===== src/hdl/rcw_pkg.sv =====
// rcw_pkg: shared types, constants and helper functions for the Reno
// congestion window sender core. No dependencies.
`timescale 1ns / 1ps
package rcw_pkg;

  localparam int SEQ_WIDTH  = 24;
  localparam int MAX_WINDOW = 64;
  localparam int CNT_W      = $clog2(MAX_WINDOW + 1);

  localparam logic [31:0] Q_ONE   = 32'h0001_0000;
  localparam logic [31:0] Q_TWO   = 32'h0002_0000;
  localparam logic [31:0] Q_THREE = 32'h0003_0000;
  localparam logic [31:0] Q_MAX   = 32'hFFFF_FFFF;
  localparam logic [7:0]  DUP_MAX  = 8'd255;
  localparam logic [7:0]  DUP_TRIG = 8'd3;

  localparam logic [22:0] RST_INIT_WINDOW    = 23'd65536;
  localparam logic [22:0] RST_INIT_THRESHOLD = 23'd1048576;
  localparam logic [6:0]  RST_RECV_WINDOW    = 7'd64;

  typedef enum logic [1:0] {
    FUNC_START   = 2'd0,
    FUNC_RECV    = 2'd1,
    FUNC_TIMEOUT = 2'd2,
    FUNC_UNUSED  = 2'd3
  } func_t;

  typedef enum logic [3:0] {
    CLS_START     = 4'd0,
    CLS_NEW_ACK   = 4'd1,
    CLS_DUP       = 4'd2,
    CLS_DUP_IGN   = 4'd3,
    CLS_OLD       = 4'd4,
    CLS_BEYOND    = 4'd5,
    CLS_NOT_ACK   = 4'd6,
    CLS_MALFORMED = 4'd7,
    CLS_TIMEOUT   = 4'd8
  } cls_t;

  typedef enum logic [2:0] {
    REG_TOTAL     = 3'd0,
    REG_RECV_WIN  = 3'd1,
    REG_INIT_WIN  = 3'd2,
    REG_INIT_THR  = 3'd3,
    REG_FAST_RETX = 3'd4,
    REG_FAST_REC  = 3'd5
  } reg_idx_t;

  typedef enum logic [2:0] {
    KIND_START,
    KIND_TIMEOUT,
    KIND_MALFORMED,
    KIND_NOACK,
    KIND_ACK
  } kind_t;

  typedef enum logic [2:0] {
    ST_IDLE,
    ST_EVENT,
    ST_GROW,
    ST_DIV,
    ST_WIN,
    ST_EMIT
  } state_t;

  typedef struct packed {
    logic [1:0]  func;
    logic [23:0] ack_number;
    logic        ack_flag;
    logic        well_formed;
  } in_item_t;

  typedef struct packed {
    logic        send_valid;
    logic [23:0] send_sequence;
    logic        is_retransmit;
    logic        last;
    logic [3:0]  event_class;
    logic [31:0] window_now;
    logic [31:0] threshold_now;
    logic        recovery_now;
    logic [23:0] base_now;
    logic [23:0] next_now;
    logic        transfer_done;
  } out_item_t;

  typedef struct packed {
    logic [23:0] total_packets;
    logic [6:0]  recv_wnd;
    logic [22:0] initial_window;
    logic [22:0] initial_threshold;
    logic        fast_retransmit_on;
    logic        fast_recovery_on;
  } cfg_t;

  // classified event handed from front to back
  typedef struct packed {
    kind_t                 kind;
    logic [SEQ_WIDTH-1:0]  ack;
  } evt_t;

  function automatic logic [31:0] sat_add(input logic [31:0] a, input logic [31:0] b);
    logic [32:0] s;
    s = {1'b0, a} + {1'b0, b};
    return s[32] ? Q_MAX : s[31:0];
  endfunction

  function automatic logic [31:0] half_thr(input logic [31:0] w);
    logic [31:0] h;
    h = {1'b0, w[31:1]};
    return (h < Q_TWO) ? Q_TWO : h;
  endfunction

endpackage


===== src/hdl/rcw_front.sv =====
// rcw_front: accepts input beats, classifies the packet-independent part
// of each event and queues it for the back end. Depends on rcw_pkg.
`timescale 1ns / 1ps
module rcw_front (
  input  logic              clk,
  input  logic              rst_n,
  input  logic              in_valid,
  output logic              in_stall,
  input  rcw_pkg::in_item_t in_data,
  output logic              evt_valid,
  output rcw_pkg::evt_t     evt,
  input  logic              evt_pop
);

  rcw_pkg::evt_t mem_r [2];
  logic          wptr_r, wptr_nxt;
  logic          rptr_r, rptr_nxt;
  logic [1:0]    cnt_r, cnt_nxt;
  logic          push;
  rcw_pkg::evt_t cls_evt;

  assign in_stall  = (cnt_r == 2'd2);
  assign push      = in_valid && !in_stall;
  assign evt_valid = (cnt_r != 2'd0);
  assign evt       = mem_r[rptr_r];

  always_comb begin
    cls_evt.ack = in_data.ack_number[rcw_pkg::SEQ_WIDTH-1:0];
    unique case (in_data.func)
      rcw_pkg::FUNC_START:   cls_evt.kind = rcw_pkg::KIND_START;
      rcw_pkg::FUNC_TIMEOUT: cls_evt.kind = rcw_pkg::KIND_TIMEOUT;
      rcw_pkg::FUNC_RECV: begin
        if (!in_data.well_formed) cls_evt.kind = rcw_pkg::KIND_MALFORMED;
        else if (!in_data.ack_flag) cls_evt.kind = rcw_pkg::KIND_NOACK;
        else cls_evt.kind = rcw_pkg::KIND_ACK;
      end
      default: cls_evt.kind = rcw_pkg::KIND_MALFORMED;
    endcase
  end

  always_comb begin
    wptr_nxt = push ? ~wptr_r : wptr_r;
    rptr_nxt = evt_pop ? ~rptr_r : rptr_r;
    cnt_nxt  = cnt_r + {1'b0, push} - {1'b0, evt_pop};
  end

  always_ff @(posedge clk) begin
    if (!rst_n) begin
      wptr_r <= 1'b0;
      rptr_r <= 1'b0;
      cnt_r  <= 2'd0;
    end else begin
      wptr_r <= wptr_nxt;
      rptr_r <= rptr_nxt;
      cnt_r  <= cnt_nxt;
    end
  end

  always_ff @(posedge clk) begin
    if (push) begin
      mem_r[wptr_r] <= cls_evt;
    end
  end

endmodule


===== src/hdl/rcw_div.sv =====
// rcw_div: radix-2 restoring divider computing 2^32 / divisor, one quotient
// bit per cycle (33 steps). No dependencies.
`timescale 1ns / 1ps
module rcw_div (
  input  logic        clk,
  input  logic        rst_n,
  input  logic        start,
  input  logic [31:0] divisor,
  output logic        done,
  output logic [32:0] quot
);

  logic        busy_r, busy_nxt;
  logic        done_r, done_nxt;
  logic [5:0]  cnt_r, cnt_nxt;
  logic [31:0] rem_r, rem_nxt;
  logic [31:0] dvs_r, dvs_nxt;
  logic [32:0] quo_r, quo_nxt;
  logic [32:0] trial;
  logic        ge;

  // numerator is 2^32: only its top bit (step 32) is set
  assign trial = {rem_r, (cnt_r == 6'd32)};
  assign ge    = trial >= {1'b0, dvs_r};
  assign done  = done_r;
  assign quot  = quo_r;

  always_comb begin
    busy_nxt = busy_r;
    done_nxt = 1'b0;
    cnt_nxt  = cnt_r;
    rem_nxt  = rem_r;
    dvs_nxt  = dvs_r;
    quo_nxt  = quo_r;
    if (start && !busy_r) begin
      busy_nxt = 1'b1;
      cnt_nxt  = 6'd32;
      rem_nxt  = '0;
      dvs_nxt  = divisor;
      quo_nxt  = '0;
    end else if (busy_r) begin
      rem_nxt = ge ? 32'(trial - {1'b0, dvs_r}) : trial[31:0];
      quo_nxt = {quo_r[31:0], ge};
      cnt_nxt = cnt_r - 6'd1;
      if (cnt_r == 6'd0) begin
        busy_nxt = 1'b0;
        done_nxt = 1'b1;
      end
    end
  end

  always_ff @(posedge clk) begin
    if (!rst_n) begin
      busy_r <= 1'b0;
      done_r <= 1'b0;
      cnt_r  <= '0;
    end else begin
      busy_r <= busy_nxt;
      done_r <= done_nxt;
      cnt_r  <= cnt_nxt;
    end
  end

  always_ff @(posedge clk) begin
    rem_r <= rem_nxt;
    dvs_r <= dvs_nxt;
    quo_r <= quo_nxt;
  end

endmodule


===== src/hdl/rcw_back.sv =====
// rcw_back: sender state, window update (slow start, congestion avoidance,
// fast retransmit/recovery, timeout) and send beat emission.
// Depends on rcw_pkg and rcw_div.
`timescale 1ns / 1ps
module rcw_back (
  input  logic               clk,
  input  logic               rst_n,
  input  rcw_pkg::cfg_t      cfg,
  input  logic               evt_valid,
  input  rcw_pkg::evt_t      evt,
  output logic               evt_pop,
  output logic               out_valid,
  input  logic               out_stall,
  output rcw_pkg::out_item_t out_data
);

  localparam int SW = rcw_pkg::SEQ_WIDTH;
  localparam int CW = rcw_pkg::CNT_W;

  rcw_pkg::state_t state_r, state_nxt;
  rcw_pkg::evt_t   evt_r;
  logic [SW-1:0]   base_r, base_nxt;
  logic [SW-1:0]   next_r, next_nxt;
  logic [31:0]     cwnd_r, cwnd_nxt;
  logic [31:0]     ssth_r, ssth_nxt;
  logic            rec_r, rec_nxt;
  logic [SW-1:0]   dupv_r, dupv_nxt;
  logic [7:0]      dupc_r, dupc_nxt;
  rcw_pkg::cls_t   cls_r, cls_nxt;
  logic            act_r, act_nxt;
  logic [SW-1:0]   acked_r, acked_nxt;
  logic [CW-1:0]   nretx_r, nretx_nxt;
  logic [CW-1:0]   nnew_r, nnew_nxt;
  logic [SW-1:0]   nseq_r, nseq_nxt;
  logic [CW-1:0]   idx_r, idx_nxt;
  logic            ovalid_r, ovalid_nxt;
  rcw_pkg::out_item_t odata_r, odata_nxt;

  logic        load;
  logic        grow_stop, grow_div;
  logic        div_done;
  logic [32:0] div_q;
  logic [31:0] div_inc;
  logic [7:0]  dupc_new;
  logic [SW-1:0] outst;
  logic [CW:0] ntot;
  logic        is_last;
  logic [6:0]  rw, w;
  logic [SW:0] limit, limgap;
  logic [SW-1:0] totgap;
  logic [CW-1:0] avail, nmin;

  assign load      = !ovalid_r || !out_stall;
  assign out_valid = ovalid_r;
  assign out_data  = odata_r;
  assign grow_stop = (acked_r == '0) || (cwnd_r == rcw_pkg::Q_MAX);
  assign grow_div  = !(cwnd_r < ssth_r) && (cwnd_r != '0);
  assign div_inc   = div_q[32] ? rcw_pkg::Q_MAX : div_q[31:0];
  assign ntot      = {1'b0, nretx_r} + {1'b0, nnew_r};
  assign is_last   = (ntot == '0) || ({1'b0, idx_r} == ntot - 1'b1);

  rcw_div u_div (
    .clk     (clk),
    .rst_n   (rst_n),
    .start   (state_r == rcw_pkg::ST_GROW && !grow_stop && grow_div),
    .divisor (cwnd_r),
    .done    (div_done),
    .quot    (div_q)
  );

  // next state
  always_comb begin
    state_nxt = state_r;
    unique case (state_r)
      rcw_pkg::ST_IDLE:  if (evt_valid) state_nxt = rcw_pkg::ST_EVENT;
      rcw_pkg::ST_EVENT: state_nxt = rcw_pkg::ST_GROW;
      rcw_pkg::ST_GROW: begin
        if (grow_stop) state_nxt = rcw_pkg::ST_WIN;
        else if (grow_div) state_nxt = rcw_pkg::ST_DIV;
      end
      rcw_pkg::ST_DIV:   if (div_done) state_nxt = rcw_pkg::ST_GROW;
      rcw_pkg::ST_WIN:   state_nxt = rcw_pkg::ST_EMIT;
      rcw_pkg::ST_EMIT:  if (load && is_last) state_nxt = rcw_pkg::ST_IDLE;
      default:           state_nxt = rcw_pkg::ST_IDLE;
    endcase
  end

  assign evt_pop = (state_r == rcw_pkg::ST_IDLE) && evt_valid;

  // window arithmetic for the send count
  always_comb begin
    rw = cfg.recv_wnd;
    if (rw == 7'd0) rw = 7'd1;
    if (rw > 7'(rcw_pkg::MAX_WINDOW)) rw = 7'(rcw_pkg::MAX_WINDOW);
    if (cwnd_r[31:16] == 16'd0) w = 7'd1;
    else if (cwnd_r[31:16] > {9'd0, rw}) w = rw;
    else w = cwnd_r[22:16];
    limit  = {1'b0, base_r} + (SW+1)'(w);
    limgap = ({1'b0, next_r} < limit) ? limit - {1'b0, next_r} : '0;
    totgap = (next_r < cfg.total_packets) ? cfg.total_packets - next_r : '0;
    avail  = CW'(rcw_pkg::MAX_WINDOW) - nretx_r;
    nmin   = avail;
    if (totgap < SW'(nmin)) nmin = totgap[CW-1:0];
    if (limgap < (SW+1)'(nmin)) nmin = limgap[CW-1:0];
  end

  // datapath / outputs
  always_comb begin
    base_nxt   = base_r;
    next_nxt   = next_r;
    cwnd_nxt   = cwnd_r;
    ssth_nxt   = ssth_r;
    rec_nxt    = rec_r;
    dupv_nxt   = dupv_r;
    dupc_nxt   = dupc_r;
    cls_nxt    = cls_r;
    act_nxt    = act_r;
    acked_nxt  = acked_r;
    nretx_nxt  = nretx_r;
    nnew_nxt   = nnew_r;
    nseq_nxt   = nseq_r;
    idx_nxt    = idx_r;
    ovalid_nxt = load ? 1'b0 : ovalid_r;
    odata_nxt  = odata_r;
    dupc_new   = (evt_r.ack == dupv_r) ?
                 ((dupc_r < rcw_pkg::DUP_MAX) ? dupc_r + 8'd1 : dupc_r) : 8'd1;
    outst      = next_r - base_r;

    unique case (state_r)
      rcw_pkg::ST_IDLE: ;
      rcw_pkg::ST_EVENT: begin
        act_nxt   = 1'b0;
        acked_nxt = '0;
        nretx_nxt = '0;
        unique case (evt_r.kind)
          rcw_pkg::KIND_START: begin
            cls_nxt  = rcw_pkg::CLS_START;
            act_nxt  = 1'b1;
            base_nxt = '0;
            next_nxt = '0;
            cwnd_nxt = {9'd0, cfg.initial_window};
            ssth_nxt = {9'd0, cfg.initial_threshold};
            rec_nxt  = 1'b0;
            dupv_nxt = '0;
            dupc_nxt = '0;
          end
          rcw_pkg::KIND_TIMEOUT: begin
            cls_nxt   = rcw_pkg::CLS_TIMEOUT;
            act_nxt   = 1'b1;
            dupc_nxt  = '0;
            rec_nxt   = 1'b0;
            ssth_nxt  = rcw_pkg::half_thr(cwnd_r);
            cwnd_nxt  = rcw_pkg::Q_ONE;
            nretx_nxt = (outst > SW'(rcw_pkg::MAX_WINDOW)) ?
                        CW'(rcw_pkg::MAX_WINDOW) : outst[CW-1:0];
          end
          rcw_pkg::KIND_MALFORMED: cls_nxt = rcw_pkg::CLS_MALFORMED;
          rcw_pkg::KIND_NOACK:     cls_nxt = rcw_pkg::CLS_NOT_ACK;
          rcw_pkg::KIND_ACK: begin
            if (evt_r.ack < base_r) begin
              cls_nxt = rcw_pkg::CLS_OLD;
            end else if (evt_r.ack == base_r) begin
              if (!cfg.fast_retransmit_on) begin
                cls_nxt = rcw_pkg::CLS_DUP_IGN;
              end else begin
                cls_nxt  = rcw_pkg::CLS_DUP;
                act_nxt  = 1'b1;
                dupc_nxt = dupc_new;
                dupv_nxt = evt_r.ack;
                if (dupc_new == rcw_pkg::DUP_TRIG && base_r < next_r) begin
                  ssth_nxt  = rcw_pkg::half_thr(cwnd_r);
                  nretx_nxt = CW'(1);
                  if (cfg.fast_recovery_on) begin
                    cwnd_nxt = rcw_pkg::sat_add(rcw_pkg::half_thr(cwnd_r),
                                                rcw_pkg::Q_THREE);
                    rec_nxt  = 1'b1;
                  end else begin
                    cwnd_nxt = rcw_pkg::Q_ONE;
                    rec_nxt  = 1'b0;
                  end
                end else if (cfg.fast_recovery_on && rec_r &&
                             dupc_new > rcw_pkg::DUP_TRIG) begin
                  // window inflation during recovery
                  cwnd_nxt = rcw_pkg::sat_add(cwnd_r, rcw_pkg::Q_ONE);
                end
              end
            end else if (evt_r.ack > next_r) begin
              cls_nxt = rcw_pkg::CLS_BEYOND;
            end else begin
              cls_nxt  = rcw_pkg::CLS_NEW_ACK;
              act_nxt  = 1'b1;
              base_nxt = evt_r.ack;
              dupc_nxt = '0;
              dupv_nxt = evt_r.ack;
              if (rec_r) begin
                cwnd_nxt = ssth_r;
                rec_nxt  = 1'b0;
              end else begin
                acked_nxt = evt_r.ack - base_r;
              end
            end
          end
          default: cls_nxt = rcw_pkg::CLS_MALFORMED;
        endcase
      end
      rcw_pkg::ST_GROW: begin
        // one acked packet per pass; congestion avoidance goes via divider.
        // A zero window at or above threshold has a saturated reciprocal.
        if (!grow_stop && !grow_div) begin
          acked_nxt = acked_r - 1'b1;
          cwnd_nxt  = (cwnd_r < ssth_r) ?
                      rcw_pkg::sat_add(cwnd_r, rcw_pkg::Q_ONE) : rcw_pkg::Q_MAX;
        end
      end
      rcw_pkg::ST_DIV: begin
        if (div_done) begin
          acked_nxt = acked_r - 1'b1;
          cwnd_nxt  = rcw_pkg::sat_add(cwnd_r, div_inc);
        end
      end
      rcw_pkg::ST_WIN: begin
        nnew_nxt = act_r ? nmin : '0;
        nseq_nxt = next_r;
        next_nxt = next_r + SW'(act_r ? nmin : '0);
        idx_nxt  = '0;
      end
      rcw_pkg::ST_EMIT: begin
        if (load) begin
          ovalid_nxt              = 1'b1;
          idx_nxt                 = idx_r + 1'b1;
          odata_nxt.send_valid    = (ntot != '0);
          odata_nxt.last          = is_last;
          if (ntot == '0) begin
            odata_nxt.send_sequence = '0;
            odata_nxt.is_retransmit = 1'b0;
          end else if (idx_r < nretx_r) begin
            odata_nxt.send_sequence = base_r + SW'(idx_r);
            odata_nxt.is_retransmit = 1'b1;
          end else begin
            odata_nxt.send_sequence = nseq_r + SW'(idx_r - nretx_r);
            odata_nxt.is_retransmit = 1'b0;
          end
          odata_nxt.event_class   = cls_r;
          odata_nxt.window_now    = cwnd_r;
          odata_nxt.threshold_now = ssth_r;
          odata_nxt.recovery_now  = rec_r;
          odata_nxt.base_now      = base_r;
          odata_nxt.next_now      = next_r;
          odata_nxt.transfer_done = (base_r >= cfg.total_packets);
        end
      end
      default: ;
    endcase
  end

  always_ff @(posedge clk) begin
    if (!rst_n) begin
      state_r  <= rcw_pkg::ST_IDLE;
      base_r   <= '0;
      next_r   <= '0;
      cwnd_r   <= {9'd0, rcw_pkg::RST_INIT_WINDOW};
      ssth_r   <= {9'd0, rcw_pkg::RST_INIT_THRESHOLD};
      rec_r    <= 1'b0;
      dupv_r   <= '0;
      dupc_r   <= '0;
      ovalid_r <= 1'b0;
    end else begin
      state_r  <= state_nxt;
      base_r   <= base_nxt;
      next_r   <= next_nxt;
      cwnd_r   <= cwnd_nxt;
      ssth_r   <= ssth_nxt;
      rec_r    <= rec_nxt;
      dupv_r   <= dupv_nxt;
      dupc_r   <= dupc_nxt;
      ovalid_r <= ovalid_nxt;
    end
  end

  always_ff @(posedge clk) begin
    if (evt_pop) evt_r <= evt;
    cls_r   <= cls_nxt;
    act_r   <= act_nxt;
    acked_r <= acked_nxt;
    nretx_r <= nretx_nxt;
    nnew_r  <= nnew_nxt;
    nseq_r  <= nseq_nxt;
    idx_r   <= idx_nxt;
    odata_r <= odata_nxt;
  end

endmodule


===== src/hdl/reno_congestion_window_sender_core.sv =====
// Reno congestion window sender core: configuration registers, event front
// end and sender back end. Depends on rcw_pkg, rcw_front, rcw_back.
// An accepted event waits in the front-end queue, then the back end steps
// through EVENT, GROW (per newly acked packet: a slow-start step, or a run of
// the 33-step reciprocal divider in congestion avoidance), WIN and EMIT.
// Throughput: one result beat per cycle while emitting and out_stall is low;
// a 2-entry event queue decouples input from the back end. Synchronous
// active-low reset; state and registers reset to defaults, no clearing pass.
`timescale 1ns / 1ps
module reno_congestion_window_sender_core (
  input  logic               clk,
  input  logic               rst_n,
  input  logic               in_valid,
  output logic               in_stall,
  input  rcw_pkg::in_item_t  in_data,
  output logic               out_valid,
  input  logic               out_stall,
  output rcw_pkg::out_item_t out_data,
  input  logic               psel,
  input  logic               penable,
  input  logic               pwrite,
  input  logic [4:0]         paddr,
  input  logic [31:0]        pwdata,
  output logic [31:0]        prdata,
  output logic               pready
);

  rcw_pkg::cfg_t cfg_r, cfg_nxt;
  logic          wr_en;
  logic          evt_valid, evt_pop;
  rcw_pkg::evt_t evt;

  assign pready = 1'b1;
  assign wr_en  = psel && penable && pwrite && pready;

  always_comb begin
    cfg_nxt = cfg_r;
    if (wr_en) begin
      unique case (paddr[4:2])
        rcw_pkg::REG_TOTAL:     cfg_nxt.total_packets      = pwdata[23:0];
        rcw_pkg::REG_RECV_WIN:  cfg_nxt.recv_wnd           = pwdata[6:0];
        rcw_pkg::REG_INIT_WIN:  cfg_nxt.initial_window     = pwdata[22:0];
        rcw_pkg::REG_INIT_THR:  cfg_nxt.initial_threshold  = pwdata[22:0];
        rcw_pkg::REG_FAST_RETX: cfg_nxt.fast_retransmit_on = pwdata[0];
        rcw_pkg::REG_FAST_REC:  cfg_nxt.fast_recovery_on   = pwdata[0];
        default: ;
      endcase
    end
  end

  always_comb begin
    unique case (paddr[4:2])
      rcw_pkg::REG_TOTAL:     prdata = {8'd0, cfg_r.total_packets};
      rcw_pkg::REG_RECV_WIN:  prdata = {25'd0, cfg_r.recv_wnd};
      rcw_pkg::REG_INIT_WIN:  prdata = {9'd0, cfg_r.initial_window};
      rcw_pkg::REG_INIT_THR:  prdata = {9'd0, cfg_r.initial_threshold};
      rcw_pkg::REG_FAST_RETX: prdata = {31'd0, cfg_r.fast_retransmit_on};
      rcw_pkg::REG_FAST_REC:  prdata = {31'd0, cfg_r.fast_recovery_on};
      default:                prdata = '0;
    endcase
  end

  always_ff @(posedge clk) begin
    if (!rst_n) begin
      cfg_r.total_packets      <= '0;
      cfg_r.recv_wnd           <= rcw_pkg::RST_RECV_WINDOW;
      cfg_r.initial_window     <= rcw_pkg::RST_INIT_WINDOW;
      cfg_r.initial_threshold  <= rcw_pkg::RST_INIT_THRESHOLD;
      cfg_r.fast_retransmit_on <= 1'b1;
      cfg_r.fast_recovery_on   <= 1'b1;
    end else begin
      cfg_r <= cfg_nxt;
    end
  end

  rcw_front u_front (
    .clk       (clk),
    .rst_n     (rst_n),
    .in_valid  (in_valid),
    .in_stall  (in_stall),
    .in_data   (in_data),
    .evt_valid (evt_valid),
    .evt       (evt),
    .evt_pop   (evt_pop)
  );

  rcw_back u_back (
    .clk       (clk),
    .rst_n     (rst_n),
    .cfg       (cfg_r),
    .evt_valid (evt_valid),
    .evt       (evt),
    .evt_pop   (evt_pop),
    .out_valid (out_valid),
    .out_stall (out_stall),
    .out_data  (out_data)
  );

endmodule


===== config.mk =====
export PLATFORM = sky130hd
export DESIGN_NAME = reno_congestion_window_sender_core
export DESIGN_NICKNAME = d
export VERILOG_FILES = /design/src/hdl/rcw_pkg.sv /design/src/hdl/rcw_front.sv /design/src/hdl/rcw_div.sv /design/src/hdl/rcw_back.sv /design/src/hdl/reno_congestion_window_sender_core.sv
export SDC_FILE = /design/constraint.sdc
export NUM_CORES = 2
export LEC_CHECK = 0
export CAP_MARGIN = 15
export CORE_MARGIN = 10
export CORE_UTILIZATION = 45
export CTS_CLUSTER_DIAMETER = 40
export DETAILED_ROUTE_END_ITERATION = 8
export DONT_BUFFER_PORTS = 1
export GPL_ROUTABILITY_DRIVEN = 0
export GPL_TIMING_DRIVEN = 1
export PLACE_DENSITY = 0.65
export RECOVER_POWER = 100
export SYNTH_ARGS = -nofsm -noshare
export SYNTH_HDL_FRONTEND = slang
export SYNTH_SLANG_ARGS = --single-unit

===== constraint.sdc =====
create_clock -name clk -period 32.7 [get_ports clk]
set_input_delay 4.905 -clock clk [delete_from_list [all_inputs] [get_ports clk]]
set_output_delay 4.905 -clock clk [all_outputs]
set_load 0.02 [all_outputs]

==> reports/summary.log <==
[outcome] run status complete, but fails checks
[outcome] failing checks capacitance limit, slew limit
[route] routed metal-1 wire length 57,110 um
[worst_setup_path] master of the slowest instance on the critical path nand3_1
[global_routing] first-pass GRT wire length 196,400 um
[clocking] Hold Buf Count CTS 0
[placement] port buffer count 0
[clocking] Post CTS Setup Buffer Count 0
[yosys] sequential-to-total area share from yosys stat 0.3854
[floorplan] Die X-Extent 324.0 um
[clocking] maximum level of the CTS H-tree 3
[worst_setup_path] Worst setup SP type flop
[yosys] cell area after technology mapping 41,580 um^2
[timing] Hold Fails Final Rpt 0
[timing] sum of negative setup slack 0 ns
[clocking] clock-pin slew of the registers on the worst-case setup and hold paths 0.06 ns
[global_routing] initial antenna violation count 2
[worst_setup_path] Crit path top cell by count a21oi_1
[clocking] CTS tree done
[floorplan] height of the die 324.0 um
[cells_and_area] # nets final 4,970
[yosys] share of synthesized flip-flops with an asynchronous set or reset 0
[floorplan] area of the die 105,000 um^2
[timing] RSZ-0062 raised after global routing false
[clocking] clock tree sinks 635
[yosys] Seq cells post-synth 635
[yosys] Post-synth EDFFs 331
[route] residual DRC count 0
[cells_and_area] layout overhead on the synthesized area 10.48%
[clocking] clock latency on the worst-skew pair 0.70 ns
[timing] Min Clock Period, post-route 14.51 ns
[yosys] Distinct cells, synth 112
[worst_setup_path] critical path arrival 14.91 ns
[global_routing] number of global-route vias before repair 32,060
[route] via-per-instance ratio 6.088
[route] number of DRC violations after detailed-routing iteration 0 4,080
[timing] Worst-Margin Slew 4.233 ns
[route] met3 wire length 16,110 um
[power] power density relative to cell area 80.98 nW/um^2
[global_routing] total gr overflow 0
[floorplan] Placeable Area 91,660 um^2
[clocking] Clk Tree Root Cell clkbuf_16
[cells_and_area] Final Instance Area 45,940 um^2
[global_routing] aggregate global-route resource usage 0.2422
[timing] clock skew 0.05466 ns
[timing] worst slew margin relative to its limit -1.837
[timing] setup-violating endpoint count in the final report 0
[power] largest vdd supply drop 0.00005757 V
[placement] post-detailed-placement half-perimeter wirelength 98,890 um
[worst_setup_path] Worst Setup Path Type reg2reg
[timing] Fmax 68.93 MHz
[timing] final clock period utilization by the worst path 0.4436
[route] via count 35,490
[floorplan] Starting Density 0.4537
[floorplan] number of cell rows 111
[clocking] post-cts gate resize count 0
[clocking] total CTS buffers 99
[worst_hold_path] Hold Crit Class reg2reg
[global_routing] maximum number of pins on one net before global-route repair 110
[yosys] number of standard cells after synthesis 4,615
[worst_setup_path] required time of the critical path 33.10 ns
[yosys] Warnings, synthesis 0
[floorplan] num ports 252
[job] reported max-cap violation count 15
[worst_setup_path] peak fanout along the critical path 22
[route] iteration count of the initial detailed-routing pass 6
[route] number of nets still failing antenna checks after routing 0
[timing] pins over their slew limit 681
[cells_and_area] antenna cell count 0
[cells_and_area] fraction of final layout cells sized beyond drive strength 1 0.07127
[route] highest routing layer actually used met5
[worst_setup_path] Setup crit end kind flop
[worst_setup_path] largest incremental delay on the critical path 0.93 ns
[route] total wire length 132,600 um
[clocking] buffers from clock root to sink, at most 3
[route] routed length per instance 22.74 um
[yosys] Avg Cell Area, Syn 9.011 um^2
[power] P_leak 17.88 nW
[placement] DP Area 42,610 um^2
[yosys] Synth Flop Type edfxtp_1
[route] amount of wire on met2 after detailed routing 55,310 um
## report_power, final
group	internal (mW)	switching [mW]	leakage (nW)
combinational	0.599	0.904	10.7
clock	0.677	0.417	1.69
sequential	0.976	0.148	5.53
total	2.25	1.47	17.9
## worst max-delay path, delay by kind of cell, from the launching register on
family,cells,cell delay [ns]
simple gates,22,6.42
fa+ha+maj,4,1.46
compound gates,21,5.67
xor+xnor,1,0.16
flops,1,0.50
## cells by family (layout without fill, tap and decap cells)
group                    Yosys count  in the layout  share of synthesized area
AO/OA/AOI/OAI                   1209           1209                     0.1875
XOR/XNOR                         280            280                    0.05897
adder cells (fa/ha/maj)          340            340                     0.1045
buffers and inverters            478            499                    0.04640
flip-flops                       635            635                     0.3854
multiplexers                     186            186                    0.04799
other                              2             10                  0.0001806
AND/OR/NAND/NOR                 1485           1485                     0.1692
## worst paths after layout
check / start / end / slack, ns / depth (start not counted)
worst min register to register: u_back.cls_r[2] / u_back.out_data[116] / 0.42 / 0
worst min-delay path: u_back.cls_r[2] / u_back.out_data[116] / 0.42 / 0
worst max register to register: u_back.cwnd_r[26] / u_back.next_r[18] / 18.19 / 48
worst max-delay path: u_back.cwnd_r[26] / u_back.next_r[18] / 18.19 / 48
## stage by stage
step	hold WS (ns)	power (mW)	utilization	std cells	worst slack (ns)
after detailed placement	0.4121	2.609	0.4649	5642	19.88
after global routing	0.4274	3.932	0.5012	5830	16.95
after floorplan	0.4003	2.232	-	4623	20.16
after global placement	0.4348	2.589	0.4649	5642	20.01
after CTS	0.4223	3.713	0.5029	5829	19.85
final	0.4248	3.720	0.5012	5830	18.19
## area by class of cell
class                           instances  area [um^2]
Fill cell                            8568        45720
Multi-Input combinational cell       3510        23670
Sequential cell                       635        16030
Clock buffer                          121         2685
Tap cell                             1186         1484
Inverter                              259        973.4
Clock inverter                         66        804.5
Timing Repair Buffer                   53        297.8
## cell usage in the layout, fill, tap and decap left out, types with 15 or more instances in the layout
master and n:
buf_4 20, mux2i_1 142, o31ai_1 23, or2_2 48, a21oi_1 414, and2_1 19
nor4_1 31, nand2b_1 46, o211ai_1 34, o21ai_1 15, o21bai_1 46, a31oi_1 58
nand3_1 137, nor3_1 86, or3_1 26, ha_1 328, nor2b_1 38, a21o_1 95
edfxtp_1 331, dfxtp_1 303, clkbuf_16 103, nand2_1 422, a211oi_1 55, xor2_1 102
and3_1 61, a211o_1 17, o21ai_0 203, nand4_1 63, mux2_2 33, a311oi_1 23
inv_6 20, xnor2_1 178, o22ai_1 30, o21a_1 28, nor2_1 430, inv_1 257
clkbuf_1 46
## per-layer routing
metal / track usage / vias up
met5: 0 / -
met4: 0.07831 / 4
met3: 0.07346 / 239
met2: 0.3510 / 1675
met1: 0.3400 / 16900
li1: - / 16670
## state kept, by name (all words and copies together), names as in the netlist, 7 cells and up, named ones only
name                flops
u_front.mem_r          54
cfg_r                  79
u_back.dupc_r           8
u_back.out_data       144
u_back.nnew_r           7
u_back.evt_r           27
u_back.next_r          24
u_back.u_div.rem_r     32
u_back.idx_r            7
u_back.u_div.dvs_r     32
u_back.cwnd_r          32
u_back.nseq_r          24
u_back.acked_r         24
u_back.base_r          24
u_back.u_div.quot      33
u_back.nretx_r          7
u_back.ssth_r          31
u_back.dupv_r          24
## synthesized netlist by cell type (all sizes together) (137+ instances only)
library cell	n	area, um^2
nor2	433	1625
ha	328	4104
mux2i	142	1421
inv	258	968.4
nand3	137	695.7
clkbuf	162	608.1
nand2	422	1584
xnor2	178	1559
dfxtp	304	6086
o21ai	218	1091
a21oi	418	2103
edfxtp	331	9940
Note: power is estimated with default switching activity, not from simulation.
